**src/sv/key_matrix_scan_report_builder_defines.svh**
```systemverilog
// assertion helpers for the key matrix report builder
`ifndef KEY_MATRIX_SCAN_REPORT_BUILDER_DEFINES_SVH
`define KEY_MATRIX_SCAN_REPORT_BUILDER_DEFINES_SVH

// plain invariant, checked on every edge outside reset
`define KMSRB_ASSERT(lbl, prop, msg) \
  lbl: assert property (@(posedge clk_i) disable iff (!rst_ni) (prop)) else $error(msg);

// implication form, antecedent and consequent given separately
`define KMSRB_ASSERT_IMP(lbl, ante, cons, msg) \
  lbl: assert property (@(posedge clk_i) disable iff (!rst_ni) (ante) |-> (cons)) \
    else $error(msg);

`endif

```
**src/sv/kmsrb_pkg.sv**
```systemverilog
package kmsrb_pkg;

  localparam int MaxRowsDef    = 16;
  localparam int MaxColumnsDef = 16;
  localparam int KeySlotsDef   = 6;

  // fixed by the field widths of a request and of a report
  localparam int CfgW     = 5;
  localparam int ColCntW  = 5;
  localparam int PosW     = 8;
  localparam int OutSlots = 6;
  localparam logic [CfgW-1:0] CfgResetVal = 5'd16;

  localparam logic CmdLayout = 1'b0;
  localparam logic CmdScan   = 1'b1;

  localparam logic [7:0] ModCodeFirst = 8'hE0;
  localparam logic [7:0] ModCodeLast  = 8'hE7;

  typedef enum logic [2:0] {
    StClear,
    StIdle,
    StSetup,
    StLayout,
    StScan,
    StFinish
  } state_e;

  typedef struct packed {
    logic        command;
    logic [3:0]  row_index;
    logic [3:0]  column_index;
    logic [7:0]  keycode_value;
    logic [15:0] column_levels;
    logic        first_row;
    logic        last_row;
  } in_item_t;

  typedef struct packed {
    logic [7:0] report_modifiers;
    logic [7:0] slot_zero;
    logic [7:0] slot_one;
    logic [7:0] slot_two;
    logic [7:0] slot_three;
    logic [7:0] slot_four;
    logic [7:0] slot_five;
    logic [2:0] key_count;
    logic       report_empty;
  } out_item_t;

endpackage

```
**src/sv/key_matrix_scan_report_builder.sv**
```systemverilog
// Builds a six-key boot keyboard report from key matrix row samples. After reset the
// layout table is cleared by a pass that writes one entry per cycle over all
// MAX_ROWS*MAX_COLUMNS entries, during which in_stall_o stays high; column_count writes
// are taken at any time. A layout request passes through the setup and layout states. A
// row request passes through setup, scan and finish, ending the scan early once all key
// slots are full: the columns are walked one per cycle through the single read port of
// the layout table, with the slot/modifier update for each column made in the cycle
// after its table lookup, overlapping the next lookup. A report leaves through an output
// register, so the next request is taken while it waits; a second report waits for that
// register to drain before its request completes.
`include "key_matrix_scan_report_builder_defines.svh"

module key_matrix_scan_report_builder
  import kmsrb_pkg::*;
#(
  parameter int MAX_ROWS    = MaxRowsDef,
  parameter int MAX_COLUMNS = MaxColumnsDef,
  parameter int KEY_SLOTS   = KeySlotsDef
) (
  input  logic            clk_i,
  input  logic            rst_ni,
  input  logic            cfg_we_i,
  input  logic [CfgW-1:0] cfg_wdata_i,
  input  logic            in_valid_i,
  output logic            in_stall_o,
  input  in_item_t        in_item_i,
  output logic            out_valid_o,
  input  logic            out_stall_i,
  output out_item_t       out_item_o
);

  localparam int MapDepth = MAX_ROWS * MAX_COLUMNS;
  localparam int AddrW    = (MapDepth > 1) ? $clog2(MapDepth) : 1;
  localparam int DepthW   = $clog2(MapDepth + 1);
  localparam int CmpW     = (DepthW > PosW) ? DepthW : PosW;
  localparam int CntW     = $clog2(KEY_SLOTS + 1);
  localparam int ColLimit = (MAX_COLUMNS < 16) ? MAX_COLUMNS : 16;

  state_e state_q, state_d;

  logic [CfgW-1:0]    cfg_q;
  in_item_t           item_q, item_d;
  logic [PosW-1:0]    base_q, base_d;
  logic [ColCntW-1:0] col_q, col_d;
  logic               pend_q, pend_d;
  logic [AddrW-1:0]   clr_q, clr_d;
  logic [7:0]         mod_q, mod_d;
  logic [7:0]         slot_q [KEY_SLOTS];
  logic [7:0]         slot_d [KEY_SLOTS];
  logic [CntW-1:0]    filled_q, filled_d;
  logic               out_valid_q, out_valid_d;
  out_item_t          out_item_q, out_item_d;

  logic [7:0]       mem [MapDepth];
  logic [7:0]       rd_q;
  logic             mem_we;
  logic [AddrW-1:0] mem_waddr;
  logic [7:0]       mem_wdata;
  logic [AddrW-1:0] mem_raddr;

  logic [ColCntW-1:0] ncols;
  logic [PosW-1:0]    pos;
  logic [CmpW-1:0]    pos_ext;
  logic               pos_ok;
  logic               full;
  logic [7:0]         slot_out [OutSlots];

  assign ncols   = (cfg_q > ColCntW'(ColLimit)) ? ColCntW'(ColLimit) : cfg_q;
  // shared address adder: row base plus column, for layout writes and the walk
  assign pos     = base_q + ((state_q == StLayout) ? PosW'(item_q.column_index)
                                                   : PosW'(col_q));
  assign pos_ext = CmpW'(pos);
  assign pos_ok  = pos_ext < CmpW'(MapDepth);
  assign full    = filled_q == CntW'(KEY_SLOTS);

  for (genvar g = 0; g < OutSlots; g++) begin : g_slot_out
    if (g < KEY_SLOTS) begin : g_used
      assign slot_out[g] = slot_q[g];
    end else begin : g_unused
      assign slot_out[g] = 8'h00;
    end
  end

  always_comb begin
    state_d     = state_q;
    item_d      = item_q;
    base_d      = base_q;
    col_d       = col_q;
    pend_d      = 1'b0;
    clr_d       = clr_q;
    mod_d       = mod_q;
    slot_d      = slot_q;
    filled_d    = filled_q;
    out_valid_d = out_valid_q && out_stall_i;
    out_item_d  = out_item_q;
    mem_we      = 1'b0;
    mem_waddr   = pos_ext[AddrW-1:0];
    mem_wdata   = item_q.keycode_value;
    mem_raddr   = pos_ext[AddrW-1:0];
    in_stall_o  = 1'b1;

    // lookup result of the column issued last cycle
    if (pend_q && !full && rd_q != 8'h00) begin
      if (rd_q >= ModCodeFirst && rd_q <= ModCodeLast) begin
        mod_d = mod_q | (8'h01 << rd_q[2:0]);
      end else begin
        for (int i = 0; i < KEY_SLOTS; i++) begin
          if (filled_q == CntW'(i)) begin
            slot_d[i] = rd_q;
          end
        end
        filled_d = filled_q + CntW'(1);
      end
    end

    unique case (state_q)
      StClear: begin
        mem_we    = 1'b1;
        mem_waddr = clr_q;
        mem_wdata = 8'h00;
        clr_d     = clr_q + AddrW'(1);
        if (clr_q == AddrW'(MapDepth - 1)) begin
          state_d = StIdle;
        end
      end
      StIdle: begin
        in_stall_o = 1'b0;
        if (in_valid_i) begin
          item_d  = in_item_i;
          state_d = StSetup;
        end
      end
      StSetup: begin
        base_d = PosW'(item_q.row_index) * PosW'(ncols);
        col_d  = '0;
        if (item_q.command == CmdLayout) begin
          state_d = StLayout;
        end else begin
          if (item_q.first_row) begin
            mod_d    = '0;
            filled_d = '0;
            for (int i = 0; i < KEY_SLOTS; i++) begin
              slot_d[i] = 8'h00;
            end
          end
          state_d = StScan;
        end
      end
      StLayout: begin
        mem_we  = (ColCntW'(item_q.column_index) < ncols) && pos_ok;
        state_d = StIdle;
      end
      StScan: begin
        if (full || filled_d == CntW'(KEY_SLOTS)) begin
          state_d = StFinish;
        end else if (col_q < ncols) begin
          pend_d = !item_q.column_levels[col_q[3:0]] && pos_ok;
          col_d  = col_q + ColCntW'(1);
        end else if (!pend_q) begin
          state_d = StFinish;
        end
      end
      StFinish: begin
        if (!item_q.last_row) begin
          state_d = StIdle;
        end else if (!out_valid_q || !out_stall_i) begin
          out_valid_d                 = 1'b1;
          out_item_d.report_modifiers = mod_q;
          out_item_d.slot_zero        = slot_out[0];
          out_item_d.slot_one         = slot_out[1];
          out_item_d.slot_two         = slot_out[2];
          out_item_d.slot_three       = slot_out[3];
          out_item_d.slot_four        = slot_out[4];
          out_item_d.slot_five        = slot_out[5];
          out_item_d.key_count        = (int'(filled_q) > 7) ? 3'd7 : 3'(filled_q);
          out_item_d.report_empty     = (mod_q == 8'h00) && (filled_q == '0);
          state_d                     = StIdle;
        end
      end
      default: begin
        state_d = StIdle;
      end
    endcase
  end

  always_ff @(posedge clk_i or negedge rst_ni) begin
    if (!rst_ni) begin
      state_q     <= StClear;
      cfg_q       <= CfgResetVal;
      clr_q       <= '0;
      col_q       <= '0;
      pend_q      <= 1'b0;
      mod_q       <= '0;
      filled_q    <= '0;
      out_valid_q <= 1'b0;
      for (int i = 0; i < KEY_SLOTS; i++) begin
        slot_q[i] <= 8'h00;
      end
    end else begin
      state_q     <= state_d;
      clr_q       <= clr_d;
      col_q       <= col_d;
      pend_q      <= pend_d;
      mod_q       <= mod_d;
      filled_q    <= filled_d;
      out_valid_q <= out_valid_d;
      slot_q      <= slot_d;
      if (cfg_we_i) begin
        cfg_q <= cfg_wdata_i;
      end
    end
  end

  always_ff @(posedge clk_i) begin
    item_q     <= item_d;
    base_q     <= base_d;
    out_item_q <= out_item_d;
  end

  // layout table, one write and one registered read per cycle
  always_ff @(posedge clk_i) begin
    if (mem_we) begin
      mem[mem_waddr] <= mem_wdata;
    end
    rd_q <= mem[mem_raddr];
  end

  assign out_valid_o = out_valid_q;
  assign out_item_o  = out_item_q;

  `KMSRB_ASSERT(a_filled_bound, int'(filled_q) <= KEY_SLOTS, "slot count past capacity")
  `KMSRB_ASSERT_IMP(a_clear_stalls, state_q == StClear, in_stall_o, "request taken during clear")
  `KMSRB_ASSERT_IMP(a_pend_in_scan, pend_q, state_q == StScan, "lookup pending outside scan")
  `KMSRB_ASSERT_IMP(a_out_from_finish, $rose(out_valid_q), $past(state_q == StFinish),
                    "report raised outside finish")

endmodule
```
**config.mk**
```make
export PLATFORM = sky130hd
export DESIGN_NAME = key_matrix_scan_report_builder
export DESIGN_NICKNAME = d
export VERILOG_FILES = /design/src/sv/kmsrb_pkg.sv /design/src/sv/key_matrix_scan_report_builder.sv
export VERILOG_INCLUDE_DIRS = /design/src /design/src/sv
export SDC_FILE = /design/constraint.sdc
export NUM_CORES = 2
export LEC_CHECK = 0
export BUFFER_PORTS_ARGS = -buffer_cell sky130_fd_sc_hd__buf_2
export CAP_MARGIN = 0
export CORE_ASPECT_RATIO = 1.25
export CORE_MARGIN = 5
export CORE_UTILIZATION = 37
export DETAILED_ROUTE_END_ITERATION = 6
export PLACE_DENSITY_LB_ADDON = 0.15
export SYNTH_ARGS = -nofsm -noshare
export SYNTH_HDL_FRONTEND = slang
export SYNTH_SLANG_ARGS = --single-unit
```
**constraint.sdc**
```tcl
create_clock -name clk_i -period 14.52 [get_ports clk_i]
set_input_delay 4.356 -clock clk_i [delete_from_list [all_inputs] [get_ports clk_i]]
set_output_delay 4.356 -clock clk_i [all_outputs]
set_load 0.03 [all_outputs]
```
# Word level (Yosys, flattened, before mapping)
# Memory sizes are Yosys's and may differ from the RTL's. A register that Yosys moved wholly into a read port is not among the register bits.
# Index checks and enable logic that the tools add are counted.
[op_classes]
addsub = 4
mul = 1
order_cmp = 7
eq_ne = 20
shifts = 1
mux = 49
bitwise = 1
n_reduce_logical = 22
[ops]
columns = ["op", "count"]
rows = [
  ["48-bit 2-to-1 mux", 5],
  ["8-bit 2-to-1 mux", 13],
  ["3-bit 2-to-1 mux", 13],
  ["5-bit 2-to-1 mux", 4],
  ["3-bit == test, second input constant", 6],
  ["3-bit one-hot mux with 5 select lines", 1],
  ["3-bit by 2-bit == test with 1-bit output, second input constant", 4],
  ["1-bit 2-to-1 mux", 10],
  ["5-bit one-hot mux with 2 select lines", 1],
  ["8-bit by 9-bit < comparator with 1-bit output, second input constant", 1],
  ["3-bit inequality test, second input constant", 3],
  ["8-bit by 1-bit adder with 8-bit output, second input constant", 1],
  ["8-bit by 5-bit adder with 8-bit output", 1],
  ["8-bit == test, second input constant", 1],
  ["8-bit greater-or-equal comparator, second input constant", 1],
  ["8-bit <= comparator, second input constant", 1],
  ["8-bit zero test", 1],
  ["4-bit by 5-bit multiplier with 8-bit output", 1],
  ["2-bit inequality test, second input constant", 4],
  ["8-bit OR", 1],
  ["8-bit nonzero test", 1],
  ["1-bit by 3-bit << shifter with 8-bit output, first input constant", 1],
  ["1-bit logical AND", 7],
  ["3-bit by 1-bit == test with 1-bit output, second input constant", 2],
  ["15 further kinds", 21],
]
[totals]
reg_bits = 185
ram_bits = 2048
inputBits = 45
out_inout_bits = 62
word_cells = 137
n_memories = 1
[memory_table]
columns = ["memory", "words", "width", "rd", "rd_clocked_by_memory_dff", "wr", "line_no", "rtl"]
rows = [
  ["mem", 256, 8, 1, 1, 1, "key_matrix_scan_report_builder.sv:54", "logic [7:0] mem [MapDepth];"],
]

# Longest topological paths before layout
[logic_depth]
ltp_word = 9
mapped_depth = 18
depth_no_buf = 13

# Worst setup path after synthesis
# OpenSTA, ideal clock, no wires.
[synth_path]
path_kind = "input to register"
startpoint = "input out_stall_i"
endpoint = "register out_item_q (netlist bit out_item_o[0]) (enable)"
setup_ps = 498
arrival_ps = 7216
t_required_ps = 14022
slack_ps = 6807
path_stages = 1
n_path_buf = 0
cell_sequence = "a21oi_1"
[synth_via]
elab_chain_len = 3
[synth_lines]
columns = ["element", "line_no", "rtl"]
rows = [
  ["start: declaration", "key_matrix_scan_report_builder.sv:28", "input logic out_stall_i,"],
  ["1-bit zero test", "key_matrix_scan_report_builder.sv:166", "end else if (!out_valid_q || !out_stall_i) begin"],
  ["1-bit logical OR", "key_matrix_scan_report_builder.sv:166", ""],
  ["3-bit AND reduction (no line)", "-", ""],
  ["end signal: assignment", "key_matrix_scan_report_builder.sv:217", "out_item_q <= out_item_d;"],
  ["end: declaration", "key_matrix_scan_report_builder.sv:52", "out_item_t out_item_q, out_item_d;"],
]
# No other way between the ends.
# A chain may end at the register's enable or synchronous reset.

# Worst setup path after layout
[layout_path]
startpoint = "register state_q[0]"
endpoint = "register rd_q[5] (read register of mem)"
[layout_via]
elab_chain_len = 3
[layout_lines]
columns = ["element", "line_no", "rtl"]
rows = [
  ["start: declaration", "key_matrix_scan_report_builder.sv:39", "state_e state_q, state_d;"],
  ["start signal: assignment", "key_matrix_scan_report_builder.sv:188", "state_q <= StClear;"],
  ["start signal: assignment", "key_matrix_scan_report_builder.sv:200", "state_q <= state_d;"],
  ["3-bit by 2-bit == test with 1-bit output", "key_matrix_scan_report_builder.sv:70", "assign pos = base_q + ((state_q == StLayout) ? PosW'(item_q.column_index)"],
  ["5-bit 2-to-1 mux", "key_matrix_scan_report_builder.sv:70", ""],
  ["8-bit by 5-bit adder with 8-bit output", "key_matrix_scan_report_builder.sv:70", ""],
  ["end: declaration", "key_matrix_scan_report_builder.sv:55", "logic [7:0] rd_q;"],
]
# No other way between the ends.

==> impl_results.md <==
* Result of the run: finished clean
* Number of cells in the design after placement at 7305
* Max-slew violation total from the final report at 0
* Remaining global-route overflow at 0
* Final worst-path cycle share at 0.495
* Syn Area/Cell at 20.8 um^2
* Largest area contributor in the netlist: edfxtp_1
* Max frequency at 0.139 GHz
* Number of antenna violations at the first check in global routing at 3
* Sequential-to-total area share from yosys stat at 0.762
* Final core area utilization at 0.420
* Max-cap viol count at 0
* Layout cells sized above 1 at 0.251
* Number of buffers on the longest clock path at 4
* CP Class: reg2reg
* DRC violations left at 0
* Setup-failing EPs final at 0
* # Post-CTS Setup Buffers at 0
* Reg2reg path depth at 13
* WHS Path Cells at 0
* Ys flop type: edfxtp_1
* Cell Pwr Density at 215 nW/um^2
* LEAKAGE at 0.0313 uW
* Final Hold Viols at 0
* Mean routed wirelength per cell at 29.5 um
* Wire length of the first global-routing pass at 327000 um
* Post-DP Area at 91900 um^2
* Sinks on Clock Net at 2241
* Starting Density at 0.372
* Final critical-path required period at 7.18 ns
* Unrepaired setup endpoints after global routing: no
* Worst hold path class: reg2reg
* Non-filler instance count after layout at 7714
* Clock skew after layout at 0.0592 ns
* Kind of capture point of the worst setup path: flop
* Vias in the first global route at 43798
* Number of violations reported at the end of detailed-routing iteration 0 at 3085
* FILL cells at 20652
* Full die area at 247000 um^2
* Cell types with the highest counts after synthesis: edfxtp_1 (2151), mux4_2 (586), nor2_1 (309), nand2_1 (247), buf_2 (92)
* Clock tree from TritonCTS: built
* H-tree depth at 4
* First-pass iteration count of the detailed router at 7
* GRT Resource Usage Total at 0.182
* Total half-perimeter wirelength after legalization and detailed placement at 142000 um
* Root Buffer: clkbuf_16
* Total I/O pin count at 107
* Biggest area contributors in the synthesized netlist: edfxtp_1 (74%), mux4_2 (15%), dfrtp_1 (2.3%)
* Post-synth design cell area at 87700 um^2
* Number of buffers created by CTS at 226
* Actual transition at the worst max-transition pin at 1.34 ns
* Count of buffers inserted at the top-level ports at 106
* Vias at 41861
* Clock latency at the later pin of the worst-skew pair at 0.87 ns
* Net total in the final layout at 4500
* Post-synthesis sequential element count at 2241
* Gate count after technology mapping at 4220
* DRT antenna net count at 0
* Via-to-Cell Ratio at 5.43
* EDFF count, synth at 2151
* Maximum VDD drop at 189 uV
* Count of distinct cell types in the synthesized netlist at 75
* Worst-path fanout max at 109
* Clk pin slew, worst setup/hold paths at 0.07 ns
* Total nets after synthesis at 4302
* Count of cells resized by post-cts repair at 0
* P&R area growth vs syn at 12.9%
* CP Launch Type: flop
* Total core area at 236000 um^2
* CP Data Required Time at 15.23 ns
* FFs w/ async S/R, synth at 0.0366
* Slew headroom at 0.102
* CTS Hold Buffers Added at 0
* Share of Yosys cell area claimed by the top area cell type at 0.736
* Row count at 199
* Detailed-route wire length at 228000 um
* Vertical extent of the die at 554 um
* Synth warn at 0
* Final standard cell area without fillers at 99000 um^2
* Horizontal die dimension at 446 um
* Final GP Congestion at 0.800
* Library cell with the highest instance count after synthesis: edfxtp_1
* Largest net degree at the start of global routing at 110
* Final-layout setup total negative slack at 0 ns
* Worst Path Arrival at 7.89 ns
==> worst paths after layout <==
check,start,end,slack (ns)
min reg2reg,slot_out[22],out_item_o[26],0.44
min,slot_out[22],out_item_o[26],0.44
max in group asynchronous,rst_ni,clr_q[3],9.94
max,state_q[0],rd_q[5],7.34
min in group asynchronous,rst_ni,mod_q[5],3.42
max reg2reg,state_q[0],rd_q[5],7.34
==> through the flow <==
stage / total power [uW] / setup WS, ns / hold WS [ns]
final: 21300 / 7.34 / 0.441
after CTS: 21600 / 7.17 / 0.441
after detailed placement: 15900 / 7.18 / 0.431
after global routing: 22100 / 6.96 / 0.452
after floorplan: 13200 / 6.81 / 0.423
after global placement: 15900 / 7.23 / 0.432
==> per-layer routing <==
layer,share of wire,wire (um),global-route usage
met2,0.52,117000,0.317
met5,0,0,0
met1,0.41,93700,0.240
met3,0.047,10600,0.0265
met4,0.026,6030,0.0494
==> area by class of cell <==
type	instances	area, um^2	area share
diodes	2	5.00	0.0000505
clock buffers	282	5940	0.0600
clock inverters	125	1150	0.0116
inverters	27	104	0.00105
multi-input cells	1728	19900	0.201
flip-flops and latches	2241	66800	0.675
well taps	3115	3900	0.0394
repair buffers	194	1240	0.0126
==> cell usage in the layout, fill, tap and decap left out, drive strengths merged, types with 8 or more instances in the layout <==
cell	instances
and2	27
nor2b	15
bufinv	20
dfrtp	81
mux2i	65
edfxtp	2151
buf	194
nor4	8
nand4	13
nand3	80
a21oi	64
a22o	10
clkbuf	282
mux2	24
o211ai	10
a31oi	21
a311oi	19
ha	30
a211oi	19
clkinv	86
o21ai	14
nor3	15
xnor2	15
clkinvlp	14
a21o	9
nor2	309
dfxtp	8
inv	32
mux4	586
nand2	249
and3	42
==> state kept, by name, indices dropped and copies added, names as in the netlist <==
| name | count |
|---|---|
| out_item_o | 60 |
| base_q | 8 |
| filled_q | 3 |
| mem | 2048 |
| rd_q | 8 |
| pend_q | 1 |
| cfg_q | 5 |
| col_q | 5 |
| slot_out | 48 |
| clr_q | 8 |
| state_q | 3 |
| item_q | 35 |
| mod_q | 8 |
| out_valid_o | 1 |
==> cell families after synthesis <==
family,share of synthesized area
flops,0.762
compound gates,0.0165
mux,0.161
buf+inv,0.0135
simple gates,0.0392
fa+ha+maj,0.00588
xor+xnor,0.00241
==> critical path: stages, from the launching register on <==
cell and delay [ns]:
dfrtp_1 0.53, nand3b_1 0.29, mux2_2 0.33, ha_4 0.13, inv_1 0.06, fa_4 1.27, buf_4 0.75, buf_12 0.64
buf_4 0.69, mux4_2 0.44, mux4_2 0.60, a22o_1 0.28, nor4_1 0.60, nand4_1 0.19
==> report_power, final <==
group,internal [uW],switching [uW]
Combinational,2920,4620
Clock,3240,2450
Sequential,7900,134
No activity file was read; power rests on OpenSTA's default activity.
